File: src/rtl/core/ocg_pkg.sv
// Package for the occupancy grid ray update block: payload types, register indexes,
// angle constants and the CORDIC arctangent table. No dependencies.
`default_nettype none
package ocg_pkg;

	// Default sizes of the grid and the march.
	localparam int GRID_WIDTH_DEF  = 64;
	localparam int GRID_HEIGHT_DEF = 64;
	localparam int CELL_SHIFT_DEF  = 4;
	localparam int MAX_STEPS_DEF   = 63;

	// Configuration port.
	localparam int CFG_IDX_W = 4;
	localparam logic [CFG_IDX_W-1:0] REG_STEP_LENGTH    = 4'd0;
	localparam logic [CFG_IDX_W-1:0] REG_MAX_RANGE      = 4'd1;
	localparam logic [CFG_IDX_W-1:0] REG_HIT_HALF_WIDTH = 4'd2;
	localparam logic [CFG_IDX_W-1:0] REG_FREE_INC       = 4'd3;
	localparam logic [CFG_IDX_W-1:0] REG_OCC_INC        = 4'd4;
	localparam logic [CFG_IDX_W-1:0] REG_PRIOR_INC      = 4'd5;
	localparam logic [CFG_IDX_W-1:0] REG_ORIGIN_X       = 4'd6;
	localparam logic [CFG_IDX_W-1:0] REG_ORIGIN_Y       = 4'd7;

	// Angles in Q10.6 degrees.
	localparam int DEG360 = 23040;
	localparam int DEG180 = 11520;
	localparam int DEG90  = 5760;

	// CORDIC datapath.
	localparam int COS_W  = 18;
	localparam int CXY_W  = 20;
	localparam int CZ_W   = 25;
	localparam int CORDIC_ITER = 16;
	localparam logic signed [CXY_W-1:0] CORDIC_GAIN = 20'sd39797;

	// Square root argument and root widths.
	localparam int SQ_ARG_W  = 30;
	localparam int SQ_ROOT_W = 16;

	// One beam.
	typedef struct packed {
		logic signed [15:0] robot_x;
		logic signed [15:0] robot_y;
		logic signed [15:0] robot_heading;
		logic signed [15:0] beam_angle;
		logic [14:0]        measured_range;
	} beam_t;

	// One updated cell.
	typedef struct packed {
		logic [5:0]         cell_x;
		logic [5:0]         cell_y;
		logic signed [15:0] cell_value;
		logic               last;
	} cell_upd_t;

	// Arctangent of 2^-i in Q.16 degrees.
	function automatic logic signed [CZ_W-1:0] atan_q16(input logic [3:0] i);
		logic signed [CZ_W-1:0] a;
		case (i)
			4'd0:    a = 25'sd2949120;
			4'd1:    a = 25'sd1740967;
			4'd2:    a = 25'sd919879;
			4'd3:    a = 25'sd466945;
			4'd4:    a = 25'sd234379;
			4'd5:    a = 25'sd117304;
			4'd6:    a = 25'sd58666;
			4'd7:    a = 25'sd29335;
			4'd8:    a = 25'sd14668;
			4'd9:    a = 25'sd7334;
			4'd10:   a = 25'sd3667;
			4'd11:   a = 25'sd1834;
			4'd12:   a = 25'sd917;
			4'd13:   a = 25'sd458;
			4'd14:   a = 25'sd229;
			default: a = 25'sd115;
		endcase
		return a;
	endfunction

endpackage
`default_nettype wire

File: src/rtl/core/ocg_cordic.sv
// Iterative CORDIC cosine, one micro-rotation per cycle.
// Depends on ocg_pkg for widths, gain and the arctangent table.
`default_nettype none
module ocg_cordic import ocg_pkg::*; (
	input  wire                         clk,
	input  wire                         arst_n,
	input  wire                         start,
	input  wire signed [CZ_W-1:0]       angle,
	output logic                        done,
	output logic signed [COS_W-1:0]     cos_val
);

	logic signed [CXY_W-1:0] x_q, y_q, xs, ys;
	logic signed [CZ_W-1:0]  z_q;
	logic [3:0]              i_q;
	logic                    run_q, done_q;

	assign xs = x_q >>> i_q;
	assign ys = y_q >>> i_q;

	// Control: iteration counter and completion pulse.
	always_ff @(posedge clk or negedge arst_n) begin
		if (!arst_n) begin
			run_q  <= 1'b0;
			done_q <= 1'b0;
			i_q    <= '0;
		end else begin
			done_q <= 1'b0;
			if (start) begin
				run_q <= 1'b1;
				i_q   <= '0;
			end else if (run_q) begin
				i_q <= i_q + 4'd1;
				if (i_q == 4'(CORDIC_ITER - 1)) begin
					run_q  <= 1'b0;
					done_q <= 1'b1;
				end
			end
		end
	end

	// Rotation datapath.
	always_ff @(posedge clk) begin
		if (start) begin
			x_q <= CORDIC_GAIN;
			y_q <= '0;
			z_q <= angle;
		end else if (run_q) begin
			if (z_q >= 0) begin
				x_q <= x_q - ys;
				y_q <= y_q + xs;
				z_q <= z_q - atan_q16(i_q);
			end else begin
				x_q <= x_q + ys;
				y_q <= y_q - xs;
				z_q <= z_q + atan_q16(i_q);
			end
		end
	end

	// Clamp the result to plus or minus one in Q16.
	always_comb begin
		if (x_q > 20'sd65536) begin
			cos_val = 18'sd65536;
		end else if (x_q < -20'sd65536) begin
			cos_val = -18'sd65536;
		end else begin
			cos_val = COS_W'(x_q);
		end
	end

	assign done = done_q;

endmodule
`default_nettype wire

File: config.mk
export PLATFORM = sky130hd
export DESIGN_NAME = ocg_cordic
export DESIGN_NICKNAME = d
export VERILOG_FILES = /design/src/rtl/core/ocg_pkg.sv /design/src/rtl/core/ocg_cordic.sv
export SDC_FILE = /design/constraint.sdc
export NUM_CORES = 1
export LEC_CHECK = 0
export BUFFER_PORTS_ARGS = -buffer_cell sky130_fd_sc_hd__buf_2
export CORE_ASPECT_RATIO = 0.75
export CORE_MARGIN = 1
export CORE_UTILIZATION = 31
export CTS_BUF_LIST = sky130_fd_sc_hd__clkbuf_16
export DETAILED_ROUTE_END_ITERATION = 8
export PLACE_DENSITY = 0.54
export SLEW_MARGIN = 25
export SYNTH_ARGS = -nofsm -noshare
export SYNTH_HDL_FRONTEND = slang
export SYNTH_SLANG_ARGS = --single-unit
File: constraint.sdc
create_clock -name clk -period 12.1 [get_ports clk]
set_input_delay 2.42 -clock clk [delete_from_list [all_inputs] [get_ports clk]]
set_output_delay 2.42 -clock clk [all_outputs]
set_load 0.005 [all_outputs]
# Word-level counts from Yosys, hierarchy flattened
# Memory sizes are Yosys's and may differ from the RTL's.
# Cells that the tools add are included.
# word_totals
register_bits	71
in_bits	28
mem_bits_ro	704
memories	2
wordCells	43
# classes
mux	21
add_sub_neg	7
eq_ne	1
shift	2
reduce_logical	1
order_cmp	3
# mem_list
name	words	width	read_ports	rd_ports_with_merged_regs	wr	line	source
(no name shown)	16	22	1	0	0	ocg_pkg.sv:59	case (i)
(no name shown)	16	22	1	0	0	ocg_pkg.sv:59	
# op_table
cell	n
two-way mux 25 bit	9
adder 20 bit	2
two-way mux 20 bit	2
>>> shifter 20 x 4 -> 20 bit	2
subtractor 20 bit	2
two-way mux 18 bit	2
adder 25 bit	1
>= comparator 25 x 1 -> 1 bit, second input constant	1
subtractor 25 bit	1
greater-than comparator 20 x 18 -> 1 bit, second input constant	1
less-than comparator 20 x 17 -> 1 bit, second input constant	1
two-way mux 4 bit	2
two-way mux 1 bit	6
adder 4 x 1 -> 4 bit, second input constant	1
== test 4 bit, second input constant	1
nonzero test 2 bit	1

# Longest topological paths before layout
# logic_depth
depth_word	8
mapped_depth	25
depth_no_buf	22

# Worst setup path before layout
# No wires, ideal clock.
# synth_path
path_kind	register to register
startpoint	reg i_q[2]
endpoint	reg y_q[18]
synth_period_minus_slack_ns	5.808
required_ns	12.037
path_buffers	8
arrival_ns	5.745
stages_incl_launch_ff	23
setup_slack_ns	6.292
setup_time_ns	0.063
path_cell_list	dfrtp_1 clkbuf_1 clkbuf_1 buf_1 clkbuf_1 buf_1 clkbuf_1 clkbuf_1 buf_1 a21oi_1 ha_1 nand2_1 o21ai_0 fa_1 a21o_1 a21oi_1 o21ai_0 a2111oi_0 o21ai_0 nand3_1 nand4b_1 a2111oi_0 nand3b_1
# synth_via
elab_chain_cells	3
word_cells_on_any_way	4
cone_classes	add/sub (2); shift (1); mux (1)
# synth_rtl
item	line	source
from (decl)	ocg_cordic.sv:15	logic [3:0] i_q;
from (signal assigned)	ocg_cordic.sv:33	i_q <= i_q + 4'd1;
>>> shifter 20 x 4 -> 20 bit (*)	ocg_cordic.sv:18	assign xs = x_q >>> i_q;
subtractor 20 bit / adder 20 bit (equally long branches)	ocg_cordic.sv:55, ocg_cordic.sv:51	
two-way mux 20 bit (*)	ocg_cordic.sv:49	if (z_q >= 0) begin
to (signal assigned)	ocg_cordic.sv:51	y_q <= y_q + xs;
to (signal assigned)	ocg_cordic.sv:55	y_q <= y_q - xs;
to (decl)	ocg_cordic.sv:13	logic signed [CXY_W-1:0] x_q, y_q, xs, ys;
# Mark *: on every way between the ends. The rest lies on a longest branch, timed or not.
# A chain may end at the register's enable or synchronous reset.

# Final worst setup path
# layout_path
startpoint	reg i_q[2]
endpoint	reg z_q[23] (data pin)
# layout_via
elab_chain_cells	8
word_cells_on_any_way	13
cone_classes	add/sub (2); mux (9); memory (2)
# layout_rtl
item	line	source
memory read (16 x 22 bit)	n/a	
two-way mux 25 bit	ocg_cordic.sv:49	
two-way mux 25 bit	ocg_cordic.sv:48	end else if (run_q) begin
two-way mux 25 bit	ocg_cordic.sv:44	if (start) begin
adder 25 bit / subtractor 25 bit (equally long branches)	ocg_cordic.sv:56, ocg_cordic.sv:52	
two-way mux 25 bit (*)	ocg_cordic.sv:49	
two-way mux 25 bit (*)	ocg_cordic.sv:48	
two-way mux 25 bit (*)	ocg_cordic.sv:44	
to (signal assigned)	ocg_cordic.sv:47	z_q <= angle;
to (signal assigned)	ocg_cordic.sv:52	z_q <= z_q - atan_q16(i_q);
to (signal assigned)	ocg_cordic.sv:56	z_q <= z_q + atan_q16(i_q);
to (decl)	ocg_cordic.sv:14	logic signed [CZ_W-1:0] z_q;
# Mark *: on every way between the ends. The rest lies on a longest branch, timed or not. The select of a mux whose other input is x is not followed.

==> qor.yml <==
dr.pass1.iters: 5
synth_area_sq_um: 9530
yosysTopAreaCell: "ha_1"
die_x_um: 204
reg2regPathDepth: 19
synthFlopType: "dfxtp_1"
max-cap-violations: 0
layout_min_cycle_time_ns: 6.12
numClockSinks: 71
hold_path_class: "flop to flop"
final.setup.tns_ns: 0
synthCells: 1166
grt_remaining_overflow: 0
instances_no_fill: 1563
area.growth.synth_to_final_pct: 8.21
worstPathRequired_ns: 12.23
drcViolationCount: 0
coreArea_sq_um: 30200
r2r_slack_ns: 5.98
cts_setup_buffers: 0
initial_core_util_pct: 31.5
yosysWarnings: 0
grt_max_degree: 75
post-route-period-util_pct: 50.6
max_freq_ghz: 0.163
cts_tree: "yes"
critPathCaptureType: "flop"
dp_hpwl_um: 21600
gp_congestion: 0.890
wl_per_cell_um: 19.2
path_clk_slew_ns: 0.07
grt_pass1_vias: 8296
num_rows: 55
ys_top_cells_by_count: "nand2_1 (105), nor2_1 (103), o21ai_0 (95)"
hold_buffers: 0
async_flop_share_pct: 8.45
cts_made_buffers: 9
critPathMaxFanout: 74
die-area_sq_um: 31400
die_y_um: 154
synth_nets: 1271
nNetsFinal: 1264
relSlewSlack_pct: 32.8
netlist.area_leader.share_pct: 9.72
clock_skew_ns: 0.00657
synth_seq_cells: 71
dr.first_iter.drc_count: 818
cts_max_level: 3
status: "complete, no violations"
yosysMostFrequentCell: "nand2_1"
cts_resized: 0
grt_pass1_wl_um: 47700
worstSetupStartpointType: "flop"
crit_type: "flop to flop"
yosysSeqAreaShare_pct: 17.9
arrival_ns: 6.26
grt_usage_pct: 19.2
syn_avg_cell_area_sq_um: 8.17
hold_viol: 0
clockBufferDepth: 2
final_max_slew_viol_count: 0
tightest_slew_ns: 1.01
vias: 8984
ys_top_cells_by_area: "ha_1 (9.7%), mux4_2 (8.7%), dfxtp_1 (8.4%)"
placed_cells: 1547
numPortBuffers: 46
antenna_found_initial: 0
ant_nets: 0
clock_latency_ns: 0.35
rsz0062_at_grt: "no"
finalWirelength_um: 30100
min_path_cells: 2
clock-root-buffer: "clkbuf_16"
final_layout_size_suffix_gt1_share_pct: 11.9
antenna_cells: 0
ios: 47
synth_cell_types: 77
synth-edff-count: 25
via_per_inst: 5.75
setup_viol: 0
-- through the flow --
| step | util [%] | setup slack [ns] | area, sq um | hold WS (ns) |
|---|---|---|---|---|
| 3_3_place_gp | 33.2 | 6.15 | 10000 | 0.520 |
| 2_1_floorplan | - | 6.29 | 9530 | 0.485 |
| 3_5_place_dp | 33.2 | 6.06 | 10000 | 0.533 |
| 4_1_cts | 34.1 | 6.06 | 10300 | 0.546 |
| 5_1_grt | 34.1 | 5.56 | 10300 | 0.574 |
| 6_report | 34.1 | 5.98 | 10300 | 0.541 |
-- flip-flops by register name, summed over array words and instances, names as in the netlist --
register  count
done          1
i_q           4
run_q         1
x_q          20
y_q          20
z_q          25
-- cell usage in the layout, fill, tap and decap left out, types with 6 or more instances in the layout --
| cell | instances |
|---|---|
| nand3b_1 | 8 |
| nand2b_1 | 26 |
| a21oi_1 | 72 |
| o21bai_1 | 7 |
| buf_4 | 11 |
| inv_1 | 39 |
| a31oi_1 | 11 |
| or3_1 | 12 |
| o21ai_0 | 95 |
| ha_1 | 74 |
| and3_1 | 8 |
| mux4_1 | 6 |
| or2_2 | 7 |
| mux4_2 | 37 |
| o211ai_1 | 10 |
| nor2b_1 | 14 |
| mux2i_1 | 45 |
| and2_1 | 22 |
| nor3_1 | 18 |
| o22ai_1 | 6 |
| nand3_1 | 19 |
| buf_2 | 45 |
| xor2_1 | 31 |
| nand2_1 | 105 |
| o31ai_1 | 11 |
| o21a_1 | 7 |
| edfxtp_1 | 25 |
| dfxtp_1 | 40 |
| nand4_1 | 12 |
| a21o_1 | 22 |
| mux2_2 | 11 |
| a22oi_1 | 10 |
| nor2_1 | 103 |
| a211o_1 | 7 |
| a211oi_1 | 11 |
| nor4_1 | 8 |
| clkbuf_16 | 9 |
| xnor2_1 | 64 |
-- layer usage --
metal / wire (um) / GRT usage [%] / vias to the layer above
met3: 2520 / 3.56 / 26
met2: 11900 / 26.8 / 374
met4: 435 / 4.48 / 0
met1: 15200 / 29.7 / 4269
li1: - / - / 4315
met5: 0 / 0 / -
-- area by class of cell --
| cell class | count | area (sq um) |
|---|---|---|
| inverter | 43 | 161 |
| clock buffer | 9 | 225 |
| fill | 3167 | 19900 |
| timing repair buffer | 56 | 308 |
| sequential | 71 | 1710 |
| multi-input combinational | 978 | 7360 |
| tap | 399 | 499 |
| clock inverter | 7 | 47.5 |
-- critical path, cell delays in order, from the launching register on --
cell	delay (ns)
dfrtp_2	0.34
buf_4	0.60
clkinv_1	0.78
and3_1	0.38
a31oi_1	0.34
ha_1	0.22
and2_1	0.17
nand2_1	0.16
o21ai_0	0.31
o21ai_0	0.17
xnor2_1	0.18
ha_1	0.33
a21o_1	0.18
a21o_1	0.17
a21o_1	0.16
a21oi_1	0.14
nor2_1	0.05
a211oi_1	0.55
o2111ai_1	0.27
o311ai_0	0.40
-- kinds of logic (layout without fill, tap and decap cells) --
logic type	count (synthesis)	count (layout)	synth area share [%]
xor gates and xnor gates	95	95	8.73
AOI/OAI and AO/OA	329	329	22.3
muxes	100	100	16.5
buffers and inverters	117	115	4.92
adders and majority gates	77	77	10.3
and+or+nand+nor	377	377	19.3
DFF	71	71	17.9
-- final timing paths --
kind | from | endpoint
max | i_q[2] | z_q[23]
min reg2reg | y_q[0] | y_q[0]
max in group asynchronous | arst_n | i_q[0]
min in group asynchronous | arst_n | i_q[0]
min | y_q[0] | y_q[0]
max reg2reg | i_q[2] | z_q[23]
Power is not shown: default switching activity piles up to over one toggle a cycle in this logic, so the estimate is an artifact.
