File: src/rtl/core/ocg_pkg.sv
// Package for the occupancy grid ray update block: payload types, register indexes,
// angle constants and the CORDIC arctangent table. No dependencies.
`default_nettype none
package ocg_pkg;

	// Default sizes of the grid and the march.
	localparam int GRID_WIDTH_DEF  = 64;
	localparam int GRID_HEIGHT_DEF = 64;
	localparam int CELL_SHIFT_DEF  = 4;
	localparam int MAX_STEPS_DEF   = 63;

	// Configuration port.
	localparam int CFG_IDX_W = 4;
	localparam logic [CFG_IDX_W-1:0] REG_STEP_LENGTH    = 4'd0;
	localparam logic [CFG_IDX_W-1:0] REG_MAX_RANGE      = 4'd1;
	localparam logic [CFG_IDX_W-1:0] REG_HIT_HALF_WIDTH = 4'd2;
	localparam logic [CFG_IDX_W-1:0] REG_FREE_INC       = 4'd3;
	localparam logic [CFG_IDX_W-1:0] REG_OCC_INC        = 4'd4;
	localparam logic [CFG_IDX_W-1:0] REG_PRIOR_INC      = 4'd5;
	localparam logic [CFG_IDX_W-1:0] REG_ORIGIN_X       = 4'd6;
	localparam logic [CFG_IDX_W-1:0] REG_ORIGIN_Y       = 4'd7;

	// Angles in Q10.6 degrees.
	localparam int DEG360 = 23040;
	localparam int DEG180 = 11520;
	localparam int DEG90  = 5760;

	// CORDIC datapath.
	localparam int COS_W  = 18;
	localparam int CXY_W  = 20;
	localparam int CZ_W   = 25;
	localparam int CORDIC_ITER = 16;
	localparam logic signed [CXY_W-1:0] CORDIC_GAIN = 20'sd39797;

	// Square root argument and root widths.
	localparam int SQ_ARG_W  = 30;
	localparam int SQ_ROOT_W = 16;

	// One beam.
	typedef struct packed {
		logic signed [15:0] robot_x;
		logic signed [15:0] robot_y;
		logic signed [15:0] robot_heading;
		logic signed [15:0] beam_angle;
		logic [14:0]        measured_range;
	} beam_t;

	// One updated cell.
	typedef struct packed {
		logic [5:0]         cell_x;
		logic [5:0]         cell_y;
		logic signed [15:0] cell_value;
		logic               last;
	} cell_upd_t;

	// Arctangent of 2^-i in Q.16 degrees.
	function automatic logic signed [CZ_W-1:0] atan_q16(input logic [3:0] i);
		logic signed [CZ_W-1:0] a;
		case (i)
			4'd0:    a = 25'sd2949120;
			4'd1:    a = 25'sd1740967;
			4'd2:    a = 25'sd919879;
			4'd3:    a = 25'sd466945;
			4'd4:    a = 25'sd234379;
			4'd5:    a = 25'sd117304;
			4'd6:    a = 25'sd58666;
			4'd7:    a = 25'sd29335;
			4'd8:    a = 25'sd14668;
			4'd9:    a = 25'sd7334;
			4'd10:   a = 25'sd3667;
			4'd11:   a = 25'sd1834;
			4'd12:   a = 25'sd917;
			4'd13:   a = 25'sd458;
			4'd14:   a = 25'sd229;
			default: a = 25'sd115;
		endcase
		return a;
	endfunction

endpackage
`default_nettype wire

File: src/rtl/core/ocg_isqrt.sv
// Iterative integer square root rounded to nearest, one result bit per cycle.
// Depends on ocg_pkg for the argument and root widths.
`default_nettype none
module ocg_isqrt import ocg_pkg::*; (
	input  wire                      clk,
	input  wire                      arst_n,
	input  wire                      start,
	input  wire [SQ_ARG_W-1:0]       arg,
	output logic                     done,
	output logic [SQ_ROOT_W-1:0]     root
);

	logic [SQ_ARG_W-1:0] v_q;
	logic [SQ_ARG_W:0]   r_q, sum;
	logic [SQ_ARG_W-2:0] bit_q;
	logic                run_q, done_q;

	assign sum = r_q + (SQ_ARG_W + 1)'(bit_q);

	// Control: run while the trial bit has not passed bit zero.
	always_ff @(posedge clk or negedge arst_n) begin
		if (!arst_n) begin
			run_q  <= 1'b0;
			done_q <= 1'b0;
		end else begin
			done_q <= 1'b0;
			if (start) begin
				run_q <= 1'b1;
			end else if (run_q && bit_q[0]) begin
				run_q  <= 1'b0;
				done_q <= 1'b1;
			end
		end
	end

	// Digit-by-digit restoring square root.
	always_ff @(posedge clk) begin
		if (start) begin
			v_q   <= arg;
			r_q   <= '0;
			bit_q <= {1'b1, {(SQ_ARG_W - 2){1'b0}}};
		end else if (run_q) begin
			if ((SQ_ARG_W + 1)'(v_q) >= sum) begin
				v_q <= v_q - SQ_ARG_W'(sum);
				r_q <= (r_q >> 1) + (SQ_ARG_W + 1)'(bit_q);
			end else begin
				r_q <= r_q >> 1;
			end
			bit_q <= bit_q >> 2;
		end
	end

	// Round up when the remainder exceeds the root.
	assign root = ((SQ_ARG_W + 1)'(v_q) > r_q) ? SQ_ROOT_W'(r_q + 1'b1) : SQ_ROOT_W'(r_q);
	assign done = done_q;

endmodule
`default_nettype wire

File: config.mk
export PLATFORM = sky130hd
export DESIGN_NAME = ocg_isqrt
export DESIGN_NICKNAME = d
export VERILOG_FILES = /design/src/rtl/core/ocg_pkg.sv /design/src/rtl/core/ocg_isqrt.sv
export SDC_FILE = /design/constraint.sdc
export NUM_CORES = 1
export LEC_CHECK = 0
export BUFFER_PORTS_ARGS = -buffer_cell sky130_fd_sc_hd__clkbuf_2
export CORE_ASPECT_RATIO = 1.2
export CORE_MARGIN = 2
export CORE_UTILIZATION = 50
export CTS_BUF_LIST = sky130_fd_sc_hd__clkbuf_8
export DETAILED_ROUTE_END_ITERATION = 6
export PLACE_DENSITY_LB_ADDON = 0.08
export SLEW_MARGIN = 20
export SYNTH_ARGS = -nofsm -noshare
export SYNTH_HDL_FRONTEND = slang
export SYNTH_SLANG_ARGS = --single-unit
File: constraint.sdc
create_clock -name clk -period 10.2 [get_ports clk]
set_clock_uncertainty 0.15 [all_clocks]
set_input_delay 1.53 -clock clk [delete_from_list [all_inputs] [get_ports clk]]
set_output_delay 1.53 -clock clk [all_outputs]
set_load 0.01 [all_outputs]
# Word-level counts from Yosys, hierarchy flattened
# Cells that the tools add are included.
# op_classes
add_sub_neg	4
n_lt_le_gt_ge	2
muxes	9
n_reduce_logical	5
# op_table
cell	n
30-bit 2-to-1 mux	3
30-bit by 29-bit adder with 31-bit output	1
31-bit by 29-bit adder with 31-bit output	1
30-bit by 31-bit greater-or-equal comparator with 1-bit output	1
30-bit by 31-bit greater-than comparator with 1-bit output	1
31-bit 2-to-1 mux	1
30-bit subtractor	1
16-bit by 1-bit adder with 16-bit output (second input constant)	1
16-bit 2-to-1 mux	1
2-bit nonzero test	3
1-bit 2-to-1 mux	4
2-bit AND reduction	1
1-bit logical AND	1
# word_totals
register_bits	78
in_bits	33
output_inout_bits	17
wordCells	25

# Depth between registers and ports, before layout
# Gate-level depths: netlist of the first run.
# depth
depth_word	5
mapped_depth	23

# Worst setup path after synthesis of the first run
# Ideal clock, no wire load.
# synth_timing
path_type	register to register
from	reg r_q[2]
to	reg v_q[0] (enable)
setup_time_ns	0.386
arrival_time_ns	4.811
required_ns	9.664
slack_ns	4.853
path_stages_with_launch	22
n_path_buf	2
synth_period_minus_slack_ns	5.347
path_cell_list	dfxtp_1 ha_1 a31oi_1 o21bai_1 a31oi_1 o21ai_0 nor3_1 nor2_1 or2_2 a31oi_1 xnor2_1 ha_1 nand4_1 nor4_1 a41oi_1 o21ai_0 a21oi_1 o41a_1 buf_6 nor2_4 buf_2 a21o_1
# synth_via
elab_chain_len	4
# synth_rtl
element	line_no	rtl
start: declaration	ocg_isqrt.sv:14	logic [SQ_ARG_W:0] r_q, sum;
start signal: assignment	ocg_isqrt.sv:45	r_q <= (r_q >> 1) + (SQ_ARG_W + 1)'(bit_q);
start signal: assignment	ocg_isqrt.sv:47	r_q <= r_q >> 1;
31-bit by 29-bit adder with 31-bit output	ocg_isqrt.sv:18	assign sum = r_q + (SQ_ARG_W + 1)'(bit_q);
30-bit by 31-bit greater-or-equal comparator with 1-bit output	ocg_isqrt.sv:43	if ((SQ_ARG_W + 1)'(v_q) >= sum) begin
2-bit nonzero test (no line)	n/a	
2-bit AND reduction (no line)	n/a	
end signal: assignment	ocg_isqrt.sv:39	v_q <= arg;
end signal: assignment	ocg_isqrt.sv:44	v_q <= v_q - SQ_ARG_W'(sum);
end: declaration	ocg_isqrt.sv:13	logic [SQ_ARG_W-1:0] v_q;
# No other way between the ends.
# A chain may end at the register's enable or synchronous reset.

# Worst setup path in the final report of the first run
# layout_timing
from	reg r_q[2]
to	reg v_q[4] (enable)
# The elaborated chain is that of the path after synthesis.

==> impl_metrics.tcl, run 1 <==
set metrics [dict create \
    via_count_of_the_routed_design 6690 \
    dieArea_sq_mm 0.0161 \
    p_sw_frac 0.448 \
    final.setup.tns_ps 0 \
    synthDistinctLibCells 72 \
    seq_power_share 0.249 \
    filler_cell_count 1457 \
    detail_route.wl_per_cell_microns 16.8 \
    netlist_instances 926 \
    worst_setup_path_startpoint "r_q[2]" \
    total_standard_cell_area_after_synthesis_sq_mm 0.00756 \
    ys_seq_elements 78 \
    worst_min_delay_path_class "reg -> reg" \
    cap_viol_max_count 0 \
    core_area_sq_mm 0.0149 \
    arrival_ps 6140 \
    internal-power_mw 1.14 \
    synth-edff-count 30 \
    max_freq_ghz 0.160 \
    source_of_the_worst_hold_timing_path "bit_q[28]" \
    numCtsBuffers 9 \
    power_density_over_the_cells_mw_per_mm2 252 \
    postCtsHoldBufs 0 \
    cts_max_path_buffers 2 \
    finalSetupViolations 0 \
    clockRootBuffer "clkbuf_8" \
    portBuffers 49 \
    cts.repair.resized 0 \
    synth_compound_area_frac 0.244 \
    antenna_violations_before_repair 0 \
    regToRegStartpoint "r_q[2]" \
    synth_top_family_by_area "compound AO/OA/AOI/OAI gates" \
    max-slew-margin-rel 0.391 \
    initial_utilization 0.507 \
    drive_gt1_frac 0.0913 \
    maxSlewViolCount 0 \
    mostFrequentLayoutCells "nor2_1, ha_1, nand2_1, o21ai_0, xnor2_1" \
    yosysTopAreaCell "ha_1" \
    start_kind "register" \
    postCtsSetupBuffers 0 \
    finalWeightedCongestion 0.879 \
    route.detailed.drc 0 \
    worst-path-max-fanout 30 \
    report.final.hold_viol_count 0 \
    synthesis.yosys.warnings 0 \
    detail-route-antenna-nets 0 \
    power.leakage_nw 3.34 \
    synth.mux.area_fraction 0.0325 \
    vias_in_the_first_global_route 6148 \
    fp.dieH_microns 139 \
    cts_max_level 3 \
    synth_simple_gate_area_share 0.178 \
    finalCoreUtilization 0.548 \
    synth_area_leaders "ha_1, dfxtp_1, edfxtp_1, xnor2_1, nor2_1" \
    path_clk_slew_ps 100 \
    core.rowCount 49 \
    outcome "finished, final reports clean" \
    post_syn_nets 1053 \
    period_minus_slack_ps 6250 \
    rsz_0062_raised_after_global_routing "no" \
    detailedRoute.firstPassIterationCount 6 \
    synth_ff_type "dfxtp_1" \
    number_of_nets_at_the_end_of_the_flow 1075 \
    ir_worst_vdd_uv 180 \
    area_growth_syn_to_layout_pct 8.00 \
    tritoncts "built" \
    syn_avg_cell_area_sq_um 8.16 \
    yosys_top_cell_area_share 0.154 \
    drt-vias-per-instance 5.78 \
    synth_fa_ha_area_frac 0.157 \
    num_io_pins 50 \
    path_class "reg -> reg" \
    relative_contribution_of_combinational_cells_to_total_power 0.592 \
    gr-total-overflow 0 \
    dp_hpwl_mm 14.7 \
    clock_power_share 0.159 \
    worstSetupEndpointType "register" \
    netSwitchingPower_mw 0.923 \
    clock_net_sink_count 78 \
    detail_route.iter0.violations 354 \
    first_pass_grt_wire_length_mm 31.7 \
    antenna_cells 0 \
    routed_wirelength_mm 19.4 \
    postSynth.asyncResetShare 0.0256 \
    clkLatencyLatePin_ps 390 \
    synth_sequential_area_ratio 0.248 \
    die-width_microns 116 \
    worstMarginPinSlew_ps 913 \
    grt_max_degree 68 \
    final_min_period_over_clock_period 0.613 \
    post_synth_xor_area_fraction 0.0881 \
    grtUsageTotal 0.246 \
    critical_path_required_ps 10090 \
]
-- logic make-up after synthesis --
kind of cell | count (synthesis)
DFF | 78
muxes | 24
buffers and inverters | 98
and+or+nand+nor | 285
adders and majority gates | 94
xor gates and xnor gates | 76
AOI/OAI and AO/OA | 271
-- synthesized netlist by cell type (8+ instances only) --
master,instances
ha_1,93
nor2_1,93
nand2_1,81
o21ai_0,62
xnor2_1,59
inv_1,56
a21oi_1,51
dfxtp_1,46
edfxtp_1,30
a21o_1,27
a31oi_1,26
clkbuf_1,24
mux2i_1,20
a211oi_1,19
nand4_1,19
nor3_1,17
xor2_1,17
nand3_1,12
buf_2,11
and3_1,10
o21bai_1,10
o31ai_1,10
or3_1,9
nor4_1,8
-- stage by stage --
step | hold WS [ps] | total power, mW | worst slack [ps] | cell area, sq um | instances
finish | 388 | 2.06 | 3950 | 8160 | 1157
global route | 423 | 2.24 | 3400 | 8160 | 1157
CTS | 393 | 2.06 | 3950 | 8160 | 1157
detailed placement | 371 | 1.73 | 4050 | 7890 | 1141
global placement | 375 | 1.72 | 4160 | 7890 | 1141
floorplan | 307 | 1.47 | 4850 | 7560 | 926
-- cell type report --
| class | instances | area, sq um | area share |
|---|---|---|---|
| multi-input cells | 750 | 5280 | 0.647 |
| flip-flops and latches | 78 | 1870 | 0.230 |
| repair buffers | 52 | 270 | 0.0331 |
| well taps | 204 | 255 | 0.0313 |
| inverters | 57 | 214 | 0.0262 |
| clock inverters | 7 | 144 | 0.0176 |
| clock buffers | 9 | 124 | 0.0152 |
-- power by group through the flow --
stage	Combinational, mW	Sequential, mW	Clock (mW)
2_1_floorplan	0.980	0.486	0
3_3_place_gp	1.20	0.520	0
3_5_place_dp	1.21	0.520	0
4_1_cts	1.22	0.513	0.334
5_1_grt	1.38	0.524	0.345
6_report	1.22	0.514	0.327
-- worst max-delay path, stage by stage, from the launching register on --
cell      delay, ps
dfxtp_1         480
ha_1            310
a31oi_1         280
o21bai_1        140
a31oi_1         430
o21ai_0         300
nor3_1          220
nor2_1           90
or2_2           300
a31oi_1         200
xnor2_1         110
ha_1            400
nand4_1         220
nor4_1          320
a41oi_1         150
o21ai_0         100
a21oi_1          90
o41a_1          400
nor2_4          610
a21o_1          200
buf_4           380
-- routing by layer --
layer / part of all wire / global-route usage / vias to the layer above
met5: 0 / 0 / -
met3: 0.042 / 0.0205 / 22
met2: 0.42 / 0.353 / 152
met1: 0.52 / 0.391 / 3056
li1: - / - / 3460
met4: 0.017 / 0.0702 / 0
-- registers in the layout, indices dropped and copies added (netlist names) --
register  count
v_q          30
run_q         1
done          1
r_q          31
bit_q        15
-- path summary, 6_finish.rpt --
check,end,slack (ps),depth (start not counted)
min in group asynchronous,run_q,760,1
worst min-delay path,bit_q[28],390,1
max in group asynchronous,run_q,9040,1
worst min register to register,bit_q[28],390,1
worst max-delay path,v_q[4],3950,20
worst max register to register,v_q[4],3950,20
No activity file was read; power rests on OpenSTA's default activity.
==> run 2: changes to the inputs <==
--- a/config.mk
+++ b/config.mk
@@ -5,6 +5,7 @@
 export SDC_FILE = /design/constraint.sdc
 export NUM_CORES = 1
 export LEC_CHECK = 0
+export ABC_AREA = 1
 export BUFFER_PORTS_ARGS = -buffer_cell sky130_fd_sc_hd__clkbuf_2
 export CORE_ASPECT_RATIO = 1.2
 export CORE_MARGIN = 2
==> constraint.sdc (replaced) <==
create_clock -name clk -period 5.4 [get_ports clk]
set_clock_uncertainty 0.15 [all_clocks]
set_input_delay 0.81 -clock clk [delete_from_list [all_inputs] [get_ports clk]]
set_output_delay 0.81 -clock clk [all_outputs]
set_load 0.01 [all_outputs]
==> run 2 against run 1 <==
  * Clock power up 52%
  * Cell count up 44%
  * Critical path depth up 1
  * Register-to-register slack worse by 3400 ps
  * Sequential share of layout area down 3.3 points
  * Critical path type unchanged
  * Critical endpoint is now v_q[22]
  * Largest cell class unchanged
  * Highest routed layer unchanged
==> impl_metrics.tcl, run 2 <==
set metrics [dict create \
    max_stage_delay_ps 560 \
    finalWeightedCongestion 1.03 \
    cap_viol_max_count 0 \
    filler_cell_count 1861 \
    final_min_period_over_clock_period 0.901 \
    initial_utilization 0.509 \
    synth_ff_type "dfxtp_1" \
    num_io_pins 50 \
    syn_avg_cell_area_sq_um 6.32 \
    worstSetupEndpointType "register" \
    path_common_cell "nand2_1" \
    total_standard_cell_area_after_synthesis_sq_mm 0.00891 \
    synthesis.yosys.warnings 0 \
    final.setup.tns_ps 0 \
    clkLatencyLatePin_ps 390 \
    finalCoreUtilization 0.543 \
    place_worst_setup_slack_ps 627 \
    cts_max_level 3 \
    synth.most_common_cell "nand2_1" \
    cp_top_family "simple AND/OR/NAND/NOR gates" \
    ys_seq_elements 78 \
    vias_in_the_first_global_route 8671 \
    reg_top3 "r_q (31), v_q (30), bit_q (15)" \
    clock_net_sink_count 78 \
    largest_register_ffs 31 \
    postCtsSetupBuffers 0 \
    first_pass_grt_wire_length_mm 44.3 \
    layout_setup_ws_ps 534 \
    numCtsBuffers 9 \
    crit_chain "ha_1, nand2_1, nor4_1, nand3b_1, nand3_1, a21oi_1, nor2_1, nor2_1, xor2_1, ha_1, inv_1, nor3_1, nand4_1, nand2_1, nand2_1, nand2_1, nand3_4, nand2_4, nand2_1, nand2_1, buf_4" \
    detail_route.iter0.violations 764 \
    arrival_ps 4760 \
    fin_total_pwr_mw 5.17 \
    max_freq_ghz 0.206 \
    reg2reg_depth 21 \
    multiInputGateArea_sq_mm 0.00621 \
    drt-vias-per-instance 5.62 \
    drive_gt1_frac 0.0777 \
    postSynth.asyncResetShare 0.0256 \
    worst_min_delay_path_class "in -> async" \
    dp_hpwl_mm 21.6 \
    regToRegStartpoint "r_q[14]" \
    report.final.hold_viol_count 0 \
    yosysTopAreaCell "nand2_1" \
    number_of_nets_at_the_end_of_the_flow 1563 \
    clockRootBuffer "clkbuf_8" \
    synth_top_cells_by_count "nand2_1, inv_1, nor2_1, nand3_1, a21oi_1" \
    ir_worst_vdd_uv 337 \
    worst-path-max-fanout 30 \
    postCtsHoldBufs 0 \
    r2r-end "v_q[22]" \
    power_density_over_the_cells_mw_per_mm2 544 \
    grt_max_degree 71 \
    area_growth_syn_to_layout_pct 6.70 \
    detail-route-antenna-nets 0 \
    core.rowCount 53 \
    cts_max_path_buffers 2 \
    max-slew-margin-rel 0.441 \
    path_clk_slew_ps 90 \
    power.leakage_nw 4.35 \
    routed_wirelength_mm 28.1 \
    yosys_top_cell_area_share 0.156 \
    finalSetupViolations 0 \
    gr-total-overflow 0 \
    worst-r2r-setup-slack_ps 530 \
    antenna_violations_before_repair 0 \
    mostFrequentLayoutCell "nand2_1" \
    mostFrequentLayoutCells "nand2_1, inv_1, nor2_1, nand3_1, a21oi_1" \
    route.detailed.drc 0 \
    netlist_instances 1409 \
    start_kind "register" \
    fp.dieH_microns 150 \
    synth_sequential_area_ratio 0.210 \
    path_class "reg -> reg" \
    tritoncts "built" \
    antenna_cells 0 \
    synthDistinctLibCells 50 \
    detailedRoute.firstPassIterationCount 5 \
    post_syn_nets 1536 \
    crit_path_top_delay_cell "nor4_1" \
    period_minus_slack_ps 4870 \
    via_count_of_the_routed_design 9330 \
    maxSlewViolCount 0 \
    largest_register "r_q" \
    outcome "finished, final reports clean" \
    layout.area.seq_sq_mm 0.00187 \
    synth_area_leaders "nand2_1, ha_1, dfxtp_1, edfxtp_1, nand3_1" \
    rsz_0062_raised_after_global_routing "no" \
    dieArea_sq_mm 0.0189 \
    critical_path_required_ps 5290 \
    core_area_sq_mm 0.0175 \
    portBuffers 49 \
    cts.repair.resized 0 \
    grtUsageTotal 0.296 \
    worstMarginPinSlew_ps 839 \
    detail_route.wl_per_cell_microns 16.9 \
    synth-edff-count 30 \
    die-width_microns 126 \
    critPathBufInv 2 \
]
## run 2: worst max-delay path by stage
stage                       start       to  cells after the start
after floorplan            r_q[2]   v_q[0]                     26
after global placement    r_q[14]   v_q[3]                     21
after detailed placement  r_q[14]   v_q[5]                     21
after CTS                 r_q[14]  v_q[17]                     21
after global routing      r_q[14]  v_q[18]                     21
final                     r_q[14]  v_q[22]                     21
## run 2: metrics by stage
stage	hold WS, ps	area (sq um)	cells
3_5_place_dp	361	9300	1645
3_3_place_gp	347	9300	1645
2_1_floorplan	302	8910	1409
4_1_cts	21.1	9500	1661
6_report	35.1	9500	1661
5_1_grt	17.5	9500	1661
## run 2: kinds of logic after synthesis
group,Yosys count,synth area share
XOR/XNOR,65,0.0639
AO/OA/AOI/OAI,251,0.155
AND/OR/NAND/NOR,714,0.346
flip-flops,78,0.210
adder cells (fa/ha/maj),94,0.133
buffers and inverters,207,0.0926
## run 2: layout make-up
class	instances	area share
Multi-Input combinational cell	1124	0.654
Sequential cell	78	0.197
Inverter	163	0.0644
Timing Repair Buffer	60	0.0345
Tap cell	220	0.0290
Clock buffer	10	0.0145
Clock inverter	6	0.00724
## run 2: report_power, final
group / total (mW) / switching (mW) / internal [mW]
Sequential: 1.13 / 0.250 / 0.878
Clock: 0.496 / 0.268 / 0.229
Combinational: 3.55 / 2.28 / 1.27
Total: 5.17 / 2.80 / 2.37
## run 2: routing by layer
layer | track usage | wire [microns] | up-vias
met4 | 0.116 | 915 | 0
met1 | 0.393 | 12600 | 4249
met3 | 0.0295 | 1340 | 59
met2 | 0.496 | 13300 | 292
li1 | - | - | 4730
met5 | 0 | 0 | -
